`src/hdl/chrt_pkg.sv`:
```
`timescale 1ns / 1ps
`default_nettype none

package chrt_pkg;

    // Fixed field widths of one word
    localparam int KEY_W    = 40;
    localparam int GRADE_W  = 14;
    localparam int STATUS_W = 3;
    localparam int DIGIT_W  = 4;

    // ASCII code of the digit zero; the hash adds it to every digit
    localparam int ASCII_ZERO = 48;

    // Default geometry
    localparam int DEF_BUCKETS      = 12;
    localparam int DEF_BUCKET_DEPTH = 4;
    localparam int DEF_KEY_DIGITS   = 10;

    typedef enum logic [1:0] {
        OP_INSERT = 2'd0,
        OP_DELETE = 2'd1,
        OP_LOOKUP = 2'd2,
        OP_SEARCH = 2'd3
    } opcode_t;

    typedef enum logic [STATUS_W-1:0] {
        ST_DONE    = 3'd0,
        ST_FOUND   = 3'd1,
        ST_NOKEY   = 3'd2,
        ST_FULL    = 3'd3,
        ST_NOGRADE = 3'd4
    } status_t;

    typedef struct packed {
        logic [KEY_W-1:0]   key;
        logic [GRADE_W-1:0] grade;
    } record_t;

endpackage

`default_nettype wire

```
`src/hdl/chained_hash_record_table_top.sv`:
```
`timescale 1ns / 1ps
`default_nettype none

// Record table of (key, grade) words kept in BUCKETS chains of up to BUCKET_DEPTH
// entries, keyed by a packed BCD number whose bucket is the sum of its digits'
// ASCII codes mod BUCKETS. Raise start with opcode, record_key and grade_value;
// the word is taken when busy is low, and busy stays high until the final
// result has been shown. Every result is on status/found_key/found_grade/last
// for exactly one cycle, marked by strobe, and the receiver must take it then:
// there is no way to hold results off. Insert, delete and lookup give one
// result; grade search gives one result per match (last on the final one) or a
// single "no grade match". The hash walks one digit per cycle through a
// shared adder; lookup and delete then read and compare the chain's entries
// in order, and a delete that finds its key moves each entry behind it down
// one place to close the gap. Grade search skips the hash and walks the slot
// memory through its single read port, bucket by bucket and each chain in
// order. The final result shows in the first cycle with busy low, and the
// next word can be taken at the edge that ends that cycle. The chain lengths
// clear at reset; the slot memory needs no clearing, as only entries below a
// chain's length are read.
module chained_hash_record_table_top #(
    parameter int BUCKETS      = chrt_pkg::DEF_BUCKETS,
    parameter int BUCKET_DEPTH = chrt_pkg::DEF_BUCKET_DEPTH,
    parameter int KEY_DIGITS   = chrt_pkg::DEF_KEY_DIGITS
) (
    input  logic                          clk,
    input  logic                          rst_n,
    input  logic                          start,
    output logic                          busy,
    input  logic [1:0]                    opcode,
    input  logic [chrt_pkg::KEY_W-1:0]    record_key,
    input  logic [chrt_pkg::GRADE_W-1:0]  grade_value,
    output logic                          strobe,
    output logic [chrt_pkg::STATUS_W-1:0] status,
    output logic [chrt_pkg::KEY_W-1:0]    found_key,
    output logic [chrt_pkg::GRADE_W-1:0]  found_grade,
    output logic                          last
);
    import chrt_pkg::*;

    localparam int BW    = (BUCKETS > 1) ? $clog2(BUCKETS) : 1;
    localparam int DW    = (BUCKET_DEPTH > 1) ? $clog2(BUCKET_DEPTH) : 1;
    localparam int LW    = $clog2(BUCKET_DEPTH + 1);
    localparam int AW    = BW + DW;
    localparam int SLOTS = BUCKETS << DW;
    localparam logic [KEY_W-1:0] KEY_MASK = {KEY_W{1'b1}} >> (KEY_W - DIGIT_W * KEY_DIGITS);

    typedef enum logic [3:0] {
        S_IDLE,  // wait for a word
        S_HASH,  // digit-serial hash running
        S_DISP,  // bucket known, dispatch on opcode
        S_RD,    // read chain entry for key compare
        S_CMP,   // compare key of the entry just read
        S_DRD,   // delete: read the entry behind the gap
        S_DWR,   // delete: move it down one place
        S_SCAN,  // grade search: pick next slot or bucket
        S_SCMP,  // grade search: compare grade of the slot just read
        S_FIN    // grade search: flush the held match or report none
    } state_t;

    state_t           state_reg, state_next;
    opcode_t          op_reg, op_next;
    logic [KEY_W-1:0] key_reg, key_next;
    logic [GRADE_W-1:0] grade_reg, grade_next;
    logic [BW-1:0]    bucket_reg, bucket_next;
    logic [LW-1:0]    idx_reg, idx_next;
    logic [LW-1:0]    chain_len_reg [BUCKETS];
    logic [LW-1:0]    chain_len_next [BUCKETS];
    logic             pend_valid_reg, pend_valid_next;
    record_t          pend_reg, pend_next;

    logic             strobe_reg, strobe_next;
    status_t          status_reg, status_next;
    logic [KEY_W-1:0] fkey_reg, fkey_next;
    logic [GRADE_W-1:0] fgrade_reg, fgrade_next;
    logic             last_reg, last_next;

    logic             hash_start;
    logic             hash_done;
    logic [BW-1:0]    hash_bucket;
    logic [KEY_W-1:0] key_in;

    logic             mem_we;
    logic [AW-1:0]    mem_waddr;
    record_t          mem_wdata;
    logic             mem_re;
    logic [AW-1:0]    mem_raddr;
    record_t          mem_rdata;

    logic [LW-1:0]    cur_len;
    logic [LW:0]      len_w;
    logic [LW:0]      idx_p1;
    logic [LW:0]      idx_p2;

    assign key_in = record_key & KEY_MASK;

    chrt_hash #(
        .BUCKETS    (BUCKETS),
        .KEY_DIGITS (KEY_DIGITS),
        .BW         (BW)
    ) u_hash (
        .clk    (clk),
        .rst_n  (rst_n),
        .start  (hash_start),
        .key    (key_in),
        .done   (hash_done),
        .bucket (hash_bucket)
    );

    chrt_slot_ram #(
        .DEPTH (SLOTS),
        .AW    (AW)
    ) u_ram (
        .clk   (clk),
        .we    (mem_we),
        .waddr (mem_waddr),
        .wdata (mem_wdata),
        .re    (mem_re),
        .raddr (mem_raddr),
        .rdata (mem_rdata)
    );

    always_comb begin
        cur_len = chain_len_reg[bucket_reg];
        len_w   = {1'b0, cur_len};
        idx_p1  = {1'b0, idx_reg} + (LW+1)'(1);
        idx_p2  = idx_p1 + (LW+1)'(1);

        state_next      = state_reg;
        op_next         = op_reg;
        key_next        = key_reg;
        grade_next      = grade_reg;
        bucket_next     = bucket_reg;
        idx_next        = idx_reg;
        chain_len_next  = chain_len_reg;
        pend_valid_next = pend_valid_reg;
        pend_next       = pend_reg;

        // results show for one cycle only
        strobe_next = 1'b0;
        status_next = status_reg;
        fkey_next   = fkey_reg;
        fgrade_next = fgrade_reg;
        last_next   = last_reg;

        hash_start = 1'b0;
        mem_we     = 1'b0;
        mem_waddr  = {bucket_reg, idx_reg[DW-1:0]};
        mem_wdata  = mem_rdata;
        mem_re     = 1'b0;
        mem_raddr  = {bucket_reg, idx_reg[DW-1:0]};

        unique case (state_reg)
            S_IDLE: begin
                if (start) begin
                    op_next    = opcode_t'(opcode);
                    key_next   = key_in;
                    grade_next = grade_value;
                    idx_next   = '0;
                    if (opcode_t'(opcode) == OP_SEARCH) begin
                        bucket_next     = '0;
                        pend_valid_next = 1'b0;
                        state_next      = S_SCAN;
                    end else begin
                        hash_start = 1'b1;
                        state_next = S_HASH;
                    end
                end
            end

            S_HASH: begin
                if (hash_done) begin
                    bucket_next = hash_bucket;
                    state_next  = S_DISP;
                end
            end

            S_DISP: begin
                fkey_next   = key_reg;
                fgrade_next = '0;
                last_next   = 1'b1;
                if (op_reg == OP_INSERT) begin
                    strobe_next = 1'b1;
                    state_next  = S_IDLE;
                    if (cur_len >= LW'(BUCKET_DEPTH)) begin
                        status_next = ST_FULL;
                    end else begin
                        // append at the chain tail
                        mem_we         = 1'b1;
                        mem_waddr      = {bucket_reg, cur_len[DW-1:0]};
                        mem_wdata.key  = key_reg;
                        mem_wdata.grade = grade_reg;
                        chain_len_next[bucket_reg] = idx_p1[LW-1:0] + cur_len;
                        status_next    = ST_DONE;
                    end
                end else if (cur_len == '0) begin
                    strobe_next = 1'b1;
                    status_next = ST_NOKEY;
                    state_next  = S_IDLE;
                end else begin
                    state_next = S_RD;
                end
            end

            S_RD: begin
                mem_re     = 1'b1;
                state_next = S_CMP;
            end

            S_CMP: begin
                fkey_next   = key_reg;
                fgrade_next = '0;
                last_next   = 1'b1;
                if (mem_rdata.key == key_reg) begin
                    if (op_reg == OP_LOOKUP) begin
                        strobe_next = 1'b1;
                        status_next = ST_FOUND;
                        fgrade_next = mem_rdata.grade;
                        state_next  = S_IDLE;
                    end else if (idx_p1 < len_w) begin
                        state_next = S_DRD;
                    end else begin
                        // match was the tail: just shorten the chain
                        chain_len_next[bucket_reg] = cur_len - LW'(1);
                        strobe_next = 1'b1;
                        status_next = ST_DONE;
                        state_next  = S_IDLE;
                    end
                end else if (idx_p1 >= len_w) begin
                    strobe_next = 1'b1;
                    status_next = ST_NOKEY;
                    state_next  = S_IDLE;
                end else begin
                    idx_next   = idx_p1[LW-1:0];
                    state_next = S_RD;
                end
            end

            S_DRD: begin
                mem_re     = 1'b1;
                mem_raddr  = {bucket_reg, idx_p1[DW-1:0]};
                state_next = S_DWR;
            end

            S_DWR: begin
                mem_we    = 1'b1;
                mem_wdata = mem_rdata;
                idx_next  = idx_p1[LW-1:0];
                if (idx_p2 < len_w) begin
                    state_next = S_DRD;
                end else begin
                    chain_len_next[bucket_reg] = cur_len - LW'(1);
                    strobe_next = 1'b1;
                    status_next = ST_DONE;
                    fkey_next   = key_reg;
                    fgrade_next = '0;
                    last_next   = 1'b1;
                    state_next  = S_IDLE;
                end
            end

            S_SCAN: begin
                if (idx_reg < cur_len) begin
                    mem_re     = 1'b1;
                    state_next = S_SCMP;
                end else if (bucket_reg == BW'(BUCKETS - 1)) begin
                    state_next = S_FIN;
                end else begin
                    bucket_next = bucket_reg + BW'(1);
                    idx_next    = '0;
                end
            end

            S_SCMP: begin
                if (mem_rdata.grade == grade_reg) begin
                    // emit the held match now that another one follows it
                    if (pend_valid_reg) begin
                        strobe_next = 1'b1;
                        status_next = ST_FOUND;
                        fkey_next   = pend_reg.key;
                        fgrade_next = pend_reg.grade;
                        last_next   = 1'b0;
                    end
                    pend_next       = mem_rdata;
                    pend_valid_next = 1'b1;
                end
                idx_next   = idx_p1[LW-1:0];
                state_next = S_SCAN;
            end

            S_FIN: begin
                strobe_next = 1'b1;
                last_next   = 1'b1;
                if (pend_valid_reg) begin
                    status_next = ST_FOUND;
                    fkey_next   = pend_reg.key;
                    fgrade_next = pend_reg.grade;
                end else begin
                    status_next = ST_NOGRADE;
                    fkey_next   = key_reg;
                    fgrade_next = '0;
                end
                pend_valid_next = 1'b0;
                state_next      = S_IDLE;
            end

            default: begin
                state_next = S_IDLE;
            end
        endcase
    end

    always_ff @(posedge clk or negedge rst_n) begin
        if (!rst_n) begin
            state_reg      <= S_IDLE;
            op_reg         <= OP_INSERT;
            key_reg        <= '0;
            grade_reg      <= '0;
            bucket_reg     <= '0;
            idx_reg        <= '0;
            for (int b = 0; b < BUCKETS; b++) begin
                chain_len_reg[b] <= '0;
            end
            pend_valid_reg <= 1'b0;
            pend_reg       <= '0;
            strobe_reg     <= 1'b0;
            status_reg     <= ST_DONE;
            fkey_reg       <= '0;
            fgrade_reg     <= '0;
            last_reg       <= 1'b0;
        end else begin
            state_reg      <= state_next;
            op_reg         <= op_next;
            key_reg        <= key_next;
            grade_reg      <= grade_next;
            bucket_reg     <= bucket_next;
            idx_reg        <= idx_next;
            chain_len_reg  <= chain_len_next;
            pend_valid_reg <= pend_valid_next;
            pend_reg       <= pend_next;
            strobe_reg     <= strobe_next;
            status_reg     <= status_next;
            fkey_reg       <= fkey_next;
            fgrade_reg     <= fgrade_next;
            last_reg       <= last_next;
        end
    end

    assign busy        = (state_reg != S_IDLE);
    assign strobe      = strobe_reg;
    assign status      = status_reg;
    assign found_key   = fkey_reg;
    assign found_grade = fgrade_reg;
    assign last        = last_reg;

    // final result of a word always comes with the block ready again
    a_last_idle: assert property (@(posedge clk) disable iff (!rst_n)
        strobe_reg && last_reg |-> state_reg == S_IDLE)
        else $error("final result shown while still busy");

    // a non-final result only comes out of a grade search that keeps running
    a_more_busy: assert property (@(posedge clk) disable iff (!rst_n)
        strobe_reg && !last_reg |-> state_reg == S_SCAN && op_reg == OP_SEARCH)
        else $error("non-final result outside grade search");

    // hash completion only lands while the sequencer waits for it
    a_hash_sync: assert property (@(posedge clk) disable iff (!rst_n)
        hash_done |-> state_reg == S_HASH)
        else $error("hash done outside hash wait");

    // a chain never grows past its depth
    a_len_bound: assert property (@(posedge clk) disable iff (!rst_n)
        cur_len <= LW'(BUCKET_DEPTH))
        else $error("chain length above depth");

    // a held search match is flushed before the block goes idle
    a_pend_flush: assert property (@(posedge clk) disable iff (!rst_n)
        state_reg == S_IDLE |-> !pend_valid_reg)
        else $error("search match left unreported");

endmodule

`default_nettype wire

```
`src/hdl/chrt_hash.sv`:
```
`timescale 1ns / 1ps
`default_nettype none

// Digit-serial bucket hash: one BCD digit per cycle, running residue mod BUCKETS.
module chrt_hash #(
    parameter int BUCKETS    = chrt_pkg::DEF_BUCKETS,
    parameter int KEY_DIGITS = chrt_pkg::DEF_KEY_DIGITS,
    parameter int BW         = (BUCKETS > 1) ? $clog2(BUCKETS) : 1
) (
    input  logic                       clk,
    input  logic                       rst_n,
    input  logic                       start,
    input  logic [chrt_pkg::KEY_W-1:0] key,
    output logic                       done,
    output logic [BW-1:0]              bucket
);
    import chrt_pkg::*;

    localparam int CW = $clog2(KEY_DIGITS + 1);

    logic [KEY_W-1:0] key_reg, key_next;
    logic [CW-1:0]    cnt_reg, cnt_next;
    logic [BW-1:0]    acc_reg, acc_next;
    logic             run_reg, run_next;
    logic             done_reg, done_next;

    // (48 + digit) mod BUCKETS for every nibble value
    logic [BW-1:0] dig_res [16];
    logic [BW:0]   sum_wide;
    logic [BW:0]   sum_red;

    for (genvar g = 0; g < 16; g++) begin : g_res
        assign dig_res[g] = BW'((ASCII_ZERO + g) % BUCKETS);
    end

    always_comb begin
        sum_wide  = {1'b0, acc_reg} + {1'b0, dig_res[key_reg[DIGIT_W-1:0]]};
        sum_red   = sum_wide - (BW+1)'(BUCKETS);
        key_next  = key_reg;
        cnt_next  = cnt_reg;
        acc_next  = acc_reg;
        run_next  = run_reg;
        done_next = 1'b0;
        if (start) begin
            key_next = key;
            cnt_next = CW'(KEY_DIGITS);
            acc_next = '0;
            run_next = 1'b1;
        end else if (run_reg) begin
            // one compare-subtract keeps the residue below BUCKETS
            acc_next = (sum_wide >= (BW+1)'(BUCKETS)) ? sum_red[BW-1:0] : sum_wide[BW-1:0];
            key_next = key_reg >> DIGIT_W;
            cnt_next = cnt_reg - CW'(1);
            if (cnt_reg == CW'(1)) begin
                run_next  = 1'b0;
                done_next = 1'b1;
            end
        end
    end

    always_ff @(posedge clk or negedge rst_n) begin
        if (!rst_n) begin
            key_reg  <= '0;
            cnt_reg  <= '0;
            acc_reg  <= '0;
            run_reg  <= 1'b0;
            done_reg <= 1'b0;
        end else begin
            key_reg  <= key_next;
            cnt_reg  <= cnt_next;
            acc_reg  <= acc_next;
            run_reg  <= run_next;
            done_reg <= done_next;
        end
    end

    assign done   = done_reg;
    assign bucket = acc_reg;

endmodule

`default_nettype wire

```
`src/hdl/chrt_slot_ram.sv`:
```
`timescale 1ns / 1ps
`default_nettype none

// Slot store: one write port, one read port, registered read data.
module chrt_slot_ram #(
    parameter int DEPTH = chrt_pkg::DEF_BUCKETS * chrt_pkg::DEF_BUCKET_DEPTH,
    parameter int AW    = 6
) (
    input  logic              clk,
    input  logic              we,
    input  logic [AW-1:0]     waddr,
    input  chrt_pkg::record_t wdata,
    input  logic              re,
    input  logic [AW-1:0]     raddr,
    output chrt_pkg::record_t rdata
);
    import chrt_pkg::*;

    record_t mem [DEPTH];
    record_t rdata_reg;

    always_ff @(posedge clk) begin
        if (we) begin
            mem[waddr] <= wdata;
        end
        if (re) begin
            rdata_reg <= mem[raddr];
        end
    end

    assign rdata = rdata_reg;

endmodule

`default_nettype wire

```
`config.mk`:
```
export PLATFORM = sky130hd
export DESIGN_NAME = chained_hash_record_table_top
export DESIGN_NICKNAME = d
export VERILOG_FILES = /design/src/hdl/chrt_pkg.sv /design/src/hdl/chained_hash_record_table_top.sv /design/src/hdl/chrt_hash.sv /design/src/hdl/chrt_slot_ram.sv
export SDC_FILE = /design/constraint.sdc
export NUM_CORES = 2
export LEC_CHECK = 0
export BUFFER_PORTS_ARGS = -buffer_cell sky130_fd_sc_hd__buf_2
export CORE_UTILIZATION = 55
export CTS_BUF_LIST = sky130_fd_sc_hd__clkbuf_8
export DETAILED_ROUTE_END_ITERATION = 8
export GPL_TIMING_DRIVEN = 0
export HOLD_SLACK_MARGIN = 0.1
export PLACE_DENSITY = 0.71
export SETUP_SLACK_MARGIN = 0.5
export SLEW_MARGIN = 30
export SYNTH_ARGS = -nofsm -noshare
export SYNTH_HDL_FRONTEND = slang
export SYNTH_SLANG_ARGS = --single-unit
```
`constraint.sdc`:
```
create_clock -name clk -period 9.91 [get_ports clk]
set_input_delay 1.4865 -clock clk [delete_from_list [all_inputs] [get_ports clk]]
set_output_delay 1.4865 -clock clk [all_outputs]
set_load 0.02 [all_outputs]
```
==> impl_results.md <==
* Startpoint Class: register
* Post-synth EDFFs at 2646
* Fill cells at 14345
* Synth top area share at 69.1%
* Yosys cell types at 68
* Post-layout worst setup margin at about 4 ns
* Worst Clk Skew at 0.103 ns
* Postcts setup bufs at 0
* Boundary Pins at roughly 120
* Root buf cell: clkbuf_8
* Clock sink total at ~2900
* Die extent in y at 459 um
* Die area at 211000 um2
* Vias in the first global route at about 71000
* Gp weighted congestion at 0.975
* Congestion Overflow GR at 0
* Max Fclk at 0.173 GHz
* Asr flop ratio synth at 9.17%
* Initial antenna violation count at 34
* Worst vdd ir at around 0.19 mV
* Status: complete, no violations
* Synth Flop Type: edfxtp_1
* Synthesized area at 115000 um2
* Logic pwr share at 35.1%
* Crit path kind: register to register
* Yosys top cell by area: edfxtp_1
* Layout net count at 8398
* Design area at 132000 um2
* Minimum clock period at about 5.8 ns
* Final Cycle Share at 58.4%
* Register area share after synthesis at 74.9%
* First-pass GRT wire length at 497 mm
* Commonest non-fill, non-tap cell in the layout: edfxtp_1
* Vias/cell at 6.38
* Final hold violation count at 0
* Top post-synthesis cells by area: edfxtp_1 (69%), nand2_1 (5.9%), dfrtp_1 (5.8%)
* Worst hold path class: input port to async pin
* Initial Util at 55.5%
* Sequential group share of total power at 41.3%
* Total number of yosys warnings at 0
* Placement Cell Area at 124000 um2
* Routed wire length at about 350 mm
* Synthesis-stage register bit count at around 3000
* Largest net degree at the start of global routing at 75
* TritonCTS buffer count at 458
* Final ANT Viol Nets at 0
* CTS max path bufs at 4
* 1st-iter DRT viols at ~12000
* Vias at around 73000
* Unrepaired setup endpoints after global routing: no
* Syn avg cell area at 15.2 um2
* Net load switching power at 15.4 mW
* Skew-Pair Late Insertion Delay at 1.15 ns
* CP max FO at 15
* Crit. End Element: register
* Data arrival time of the critical path at 6.55 ns
* Slew Limit Fails at 0
* H-tree levels at 5
* Max Cap Viol at 0
* Internal Power at 23.8 mW
* WL/cell at 30.7 um
* Resize count post-CTS at 0
* Power Density at 296 nW/um2
* Mapped Cells at 7561
* Number of flip-flops in the largest register at 2592
* First-pass detailed-route iteration total at 8
* Port Buf Inserts at 118
* Core box area at 207000 um2
* CTS tree: done
* Post-DP HPWL at about 240 mm
* Pleak at roughly 46 nW
* Hold bufs inserted after CTS at 0
* GRT Overall Usage at 33.2%
* Synthesized net count at 7647
* Slew headroom at 20.0%
* Sw frac at 39.2%
* Clk slew on worst S/H paths at 0.06 ns
* Chip width at 459 um
* Worst endpoint required time at 10.67 ns
* Slew @ Worst Pin at 1.20 ns
* Post-route DRC at 0
* Synth-to-Final Area Change at 14.9%
* Clock power share at approximately a quarter
* Layout cell share with drive strength beyond 1 at 18.7%
* Place WS at between 4 and 5 ns
* Sum Neg Setup Slack at 0 ns
* Most frequent cells in the layout: edfxtp_1 (2646), nand2_1 (1799), nand3_1 (836)
* Setup violations, final at 0
* Site Rows at 167
[power by group through the flow]
stage | clock (mW) | combinational, mW | sequential (mW)
3_5_place_dp | 0 | 13.1 | 16.4
2_1_floorplan | 0 | 6.85 | 16.2
3_3_place_gp | 0 | 12.6 | 16.4
5_1_grt | 9.80 | 14.1 | 16.2
6_report | 9.24 | 13.8 | 16.2
4_1_cts | 9.27 | 13.2 | 16.2
[synth_stat cells, drive strengths merged, types with 29 or more instances]
cell,instances
buf,200
mux2,298
clkbuf,238
o21ai,59
xnor2,46
mux2i,115
nand2,1799
nor2,90
nand4,237
a211o,38
a21oi,85
a31oi,29
nand3,836
mux4,221
edfxtp,2646
a221oi,39
dfrtp,267
a22o,52
[cells by family (layout without fill, tap and decap cells)]
family / Yosys count / in the layout / share of synthesized area, %
buffers and inverters: 459 / 1545 / 1.84
AND/OR/NAND/NOR: 3072 / 3072 / 11.8
flip-flops: 2913 / 2913 / 74.9
other: 0 / 14 / 0
XOR/XNOR: 66 / 66 / 0.515
AO/OA/AOI/OAI: 390 / 390 / 2.45
multiplexers: 634 / 634 / 8.26
adder cells (fa/ha/maj): 27 / 27 / 0.307
[worst paths after layout]
check,from,cells after the start,slack [ns],end
max in group asynchronous,rst_n,3,8.48,pend_reg[51]$_DFFE_PN0P_
min,rst_n,1,0.34,status[0]$_DFFE_PN0P_
max reg2reg,bucket_reg[1]$_DFFE_PN0P_,9,4.12,u_ram.mem[40][32]$_DFFE_PP_
max,bucket_reg[1]$_DFFE_PN0P_,9,4.12,u_ram.mem[40][32]$_DFFE_PP_
min in group clk,chain_len_reg[8]$_DFFE_PN0P_,1,0.49,chain_len_reg[8]$_DFFE_PN0P_
min reg2reg,chain_len_reg[8]$_DFFE_PN0P_,1,0.49,chain_len_reg[8]$_DFFE_PN0P_
[area by class of cell]
class	count	area (um2)	area share, %
well taps	2788	3490	2.64
clock inverters	319	1510	1.14
plain buffers	438	2050	1.55
flip-flops and latches	2913	86100	65.2
diodes	14	35.0	0.0265
inverters	21	78.8	0.0596
clock buffers	476	6550	4.96
repair buffers	291	4870	3.69
multi-input cells	4189	27500	20.8
[per-stage QoR]
step / hold slack (ns) / util, % / cells / power (mW)
2_1_floorplan: 0.453 / - / 7561 / 23.1
3_3_place_gp: 0.469 / 57.4 / 10467 / 29.0
3_5_place_dp: 0.475 / 59.7 / 10634 / 29.5
4_1_cts: 0.270 / 63.6 / 11429 / 38.6
5_1_grt: 0.326 / 63.7 / 11436 / 40.1
6_report: 0.335 / 63.7 / 11449 / 39.2
[critical path: stages, from the launching register on]
cell and delay [ns]:
dfrtp_1 0.52, buf_2 0.48, buf_2 0.44, clkbuf_1 0.78, clkbuf_1 0.81, nand3_1 0.91
nor2_4 0.83, buf_16 0.27, buf_16 0.19, buf_16 0.17
[metal layers]
| metal | global-route usage, % | share of wire (%) | vias to the layer above |
|---|---|---|---|
| li1 | - | - | 30147 |
| met1 | 43.8 | 36 | 36425 |
| met3 | 9.63 | 14 | 1067 |
| met5 | 0.620 | 0.10 | - |
| met4 | 15.6 | 5.2 | 30 |
| met2 | 51.0 | 45 | 5357 |
Note: power is estimated with default switching activity, not from simulation.
